[src/rtl/trht_pkg.sv]
package trht_pkg;

   localparam int MAX_REGIONS = 30;
   localparam int COORD_W     = 12;
   localparam int TAG_W       = 8;
   localparam int YF_W        = 16;
   localparam int STATUS_W    = 3;
   localparam int HIT_INDEX_W = 5;
   localparam int OP_W        = 2;
   localparam int CNT_W       = $clog2(MAX_REGIONS + 1);
   localparam int IDX_W       = (MAX_REGIONS > 1) ? $clog2(MAX_REGIONS) : 1;
   localparam int MEM_AW      = IDX_W + 1;
   localparam int MEM_DEPTH   = 2 ** MEM_AW;
   localparam int CSR_AW      = 3;
   localparam int CSR_DW      = 32;

   localparam logic [OP_W-1:0] OP_ADD   = 2'd0;
   localparam logic [OP_W-1:0] OP_CLEAR = 2'd1;
   localparam logic [OP_W-1:0] OP_TOUCH = 2'd2;

   localparam logic CSR_SEL_OVERLAY = 1'b0;
   localparam logic CSR_SEL_HEIGHT  = 1'b1;

   localparam logic [COORD_W-1:0] HEIGHT_RESET = COORD_W'(540);
   localparam logic [CNT_W-1:0]   CNT_FULL     = CNT_W'(MAX_REGIONS);

   typedef enum logic [STATUS_W-1:0] {
      STAT_HIT     = 3'd0,
      STAT_NO_HIT  = 3'd1,
      STAT_ADDED   = 3'd2,
      STAT_FULL    = 3'd3,
      STAT_CLEARED = 3'd4
   } status_type;

   typedef enum logic [1:0] {
      S_IDLE,
      S_WRITE,
      S_SCAN,
      S_FINAL
   } state_type;

   typedef struct packed {
      logic [COORD_W-1:0] left;
      logic [COORD_W-1:0] top;
      logic [COORD_W-1:0] width;
      logic [COORD_W-1:0] height;
      logic [TAG_W-1:0]   tag;
   } region_type;

endpackage

[src/rtl/trht_match.sv]
module trht_match (
   input  trht_pkg::region_type           region,
   input  logic [trht_pkg::COORD_W-1:0]   x,
   input  logic [trht_pkg::YF_W-1:0]      yf,
   output logic                           hit
);

   logic [trht_pkg::COORD_W:0] right;
   logic [trht_pkg::COORD_W:0] bottom;
   logic                       in_x;
   logic                       in_y;

   assign right  = {1'b0, region.left} + {1'b0, region.width};
   assign bottom = {1'b0, region.top} + {1'b0, region.height};

   assign in_x = (x > region.left) && ({1'b0, x} < right);
   assign in_y = (yf > trht_pkg::YF_W'(region.top)) && (yf < trht_pkg::YF_W'(bottom));
   assign hit  = in_x && in_y;

endmodule

[config.mk]
export PLATFORM = sky130hd
export DESIGN_NAME = trht_match
export DESIGN_NICKNAME = d
export VERILOG_FILES = /design/src/rtl/trht_pkg.sv /design/src/rtl/trht_match.sv
export SDC_FILE = /design/constraint.sdc
export NUM_CORES = 1
export LEC_CHECK = 0
export ABC_AREA = 1
export BUFFER_PORTS_ARGS = -buffer_cell sky130_fd_sc_hd__buf_2
export CAP_MARGIN = 20
export CELL_PAD_IN_SITES_DETAIL_PLACEMENT = 0
export CELL_PAD_IN_SITES_GLOBAL_PLACEMENT = 2
export CORE_UTILIZATION = 29
export DETAILED_ROUTE_END_ITERATION = 12
export PLACE_DENSITY = 0.88
export SYNTH_ARGS = -nofsm -noshare
export SYNTH_HDL_FRONTEND = slang
export SYNTH_SLANG_ARGS = --single-unit
[constraint.sdc]
create_clock -name vclk -period 4.96
set_input_delay 0.248 -clock vclk [all_inputs]
set_output_delay 0.248 -clock vclk [all_outputs]
set_load 0.05 [all_outputs]
==> results_dict.tcl <==
set metrics [dict create \
    syn_area_mm2 0.00224 \
    placed_area_mm2 0.00275 \
    seq_cells 0 \
    fin_total_pwr_mw 0.307 \
    yosys.area.top_type "ha_1" \
    wl_per_cell_um 10.3 \
    start_util_pct 30.4 \
    syn_avg_cell_area_um2 6.45 \
    area_growth_pct 22.7 \
    hpwl_um 5020 \
    viasPerCell 4.58 \
    layout_setup_ws_ns 1.65 \
    std_cell_rows 31 \
    critPathKind "primary input to primary output" \
    dp_slack_ns 1.65 \
    dieArea_mm2 0.00809 \
    drc 0 \
    top_layer_used "met3" \
    max_slew_margin_pct 83.3 \
    crit_required_ns 4.71 \
    finish.utilization_pct 37.4 \
    postSynthCellCount 348 \
    gp_congestion 0.911 \
    grt_pass1_wl_um 9230 \
    num_vias 2399 \
    synthSimpleGateAreaFrac_pct 25.7 \
    grt_pass1_vias 2257 \
    powerDensity_mw_per_mm2 112 \
    wl_met3_um 193 \
    ys_seq_area_share_pct 0 \
    min_from "x[11]" \
    hold_viol 0 \
    vdd.ir_drop.worst_uv 40.8 \
    grt_max_degree 7 \
    synth_area_leaders "ha_1 40%, nand2_1 14%, inv_1 9.9%" \
    synth_top_family_by_area "adder cells" \
    clkbuf_count 0 \
    drt_first_pass_iters 4 \
    synth_compound_area_share_pct 16.8 \
    synth-adder-area-share_pct 41.4 \
    fmax_mhz 302 \
    cap_violations 0 \
    ys_top_cells_by_count "84 x nand2_1, 71 x ha_1, 59 x inv_1" \
    die_y_um 90.0 \
    postCtsHoldBufs 0 \
    setup_viol 0 \
    antenna_found_initial 0 \
    cts-resized-gates 0 \
    synth_most_common_cell "nand2_1" \
    synth_xor_area_share_pct 6.25 \
    timing.setup.tns_ns 0 \
    m1WireLength_um 2710 \
    syn-num-nets 505 \
    fp.coreArea_mm2 0.00737 \
    fp.dieW_um 90.0 \
    drive_gt1_share_pct 20.5 \
    routed_wl_um 5390 \
    drt_iter0_markers 44 \
    status "finished, final reports clean" \
    hp-class "primary input to primary output" \
    yosys.area.top_type_share_pct 39.6 \
    slew_viol_final 0 \
    synthMuxAreaShare_pct 0 \
    power.leakage_nw 1.66 \
    rsz0062_at_grt "false" \
    numPortBuffers 77 \
    fin_crit_ns 3.31 \
    min_period_over_period_pct 66.7 \
    crit_start "region[32]" \
    netlist-cell-type-count 25 \
    grt_overflow 0 \
    fin_area_mm2 0.00275 \
    ant_nets 0 \
    regArea_um2 0 \
    grtUsageTotal_pct 13.0 \
    wl_met2_um 2490 \
    cts_setup_buffers 0 \
    fin_nets 584 \
    arrival_ns 3.06 \
    critPathCaptureType "primary output" \
    worst_slew_pin_slew_ns 0.249 \
    ys.warnings.count 0 \
    cp_max_fo 3 \
    io_pins 85 \
    startpoint_type "primary input" \
    antenna_cells 0 \
]
metal layers:
metal | GRT usage, % | vias up
li1 | - | 1332
met1 | 18.2 | 1022
met2 | 23.4 | 45
met3 | 0.677 | 0
met4 | 0 | 0
met5 | 0 | -
cells in the final DEF, fill, tap and decap left out, types with 8 or more instances in the layout:
cell,synthesis,routed
nand2_1,84,84
xnor2_1,8,8
nor3_1,8,8
buf_2,0,77
ha_1,71,71
inv_1,59,59
xor2_1,8,8
nor2_1,16,16
nand3_1,19,19
a21oi_1,37,37
critical path: stages:
cell	delay [ns]
buf_2	0.09
ha_1	0.13
inv_1	0.07
fa_1	0.41
inv_1	0.07
nand3_1	0.06
nand2_1	0.15
a21oi_2	0.09
o21ai_2	0.18
a21oi_2	0.08
xor2_1	0.14
ha_1	0.27
nand2_1	0.06
inv_1	0.05
nand2_1	0.06
nand2_1	0.05
nand2_1	0.06
nand2_1	0.05
nor2_1	0.07
nand2_1	0.05
nor2_1	0.09
nand4_1	0.07
nor2_1	0.14
buf_2	0.29
per-stage QoR:
step                instances  hold slack, ns
floorplan                 348           0.933
global placement          524            1.15
detailed placement        524            1.16
CTS                       524            1.16
global route              524            1.21
finish                    524            1.16
path summary, 6_finish.rpt:
path | endpoint | slack [ns] | cells after the start
max | hit | 1.65 | 24
min | hit | 1.16 | 6
power by group:
part / internal (mW) / switching [mW]
logic: 0.136 / 0.171
registers: 0 / 0
clock network: 0 / 0
total: 0.136 / 0.171
logic make-up (layout without fill, tap and decap cells):
logic type,count (synthesis),after routing
xor gates and xnor gates,16,16
adders and majority gates,73,73
buffers and inverters,59,136
and+or+nand+nor,136,136
AOI/OAI and AO/OA,64,64
final cells by class:
| class | count | area [µm²] |
|---|---|---|
| Tap cell | 99 | 124 |
| Timing Repair Buffer | 77 | 385 |
| Multi-Input combinational cell | 289 | 2020 |
| Fill cell | 838 | 4620 |
| Inverter | 59 | 221 |
No activity file was read; power rests on OpenSTA's default activity.
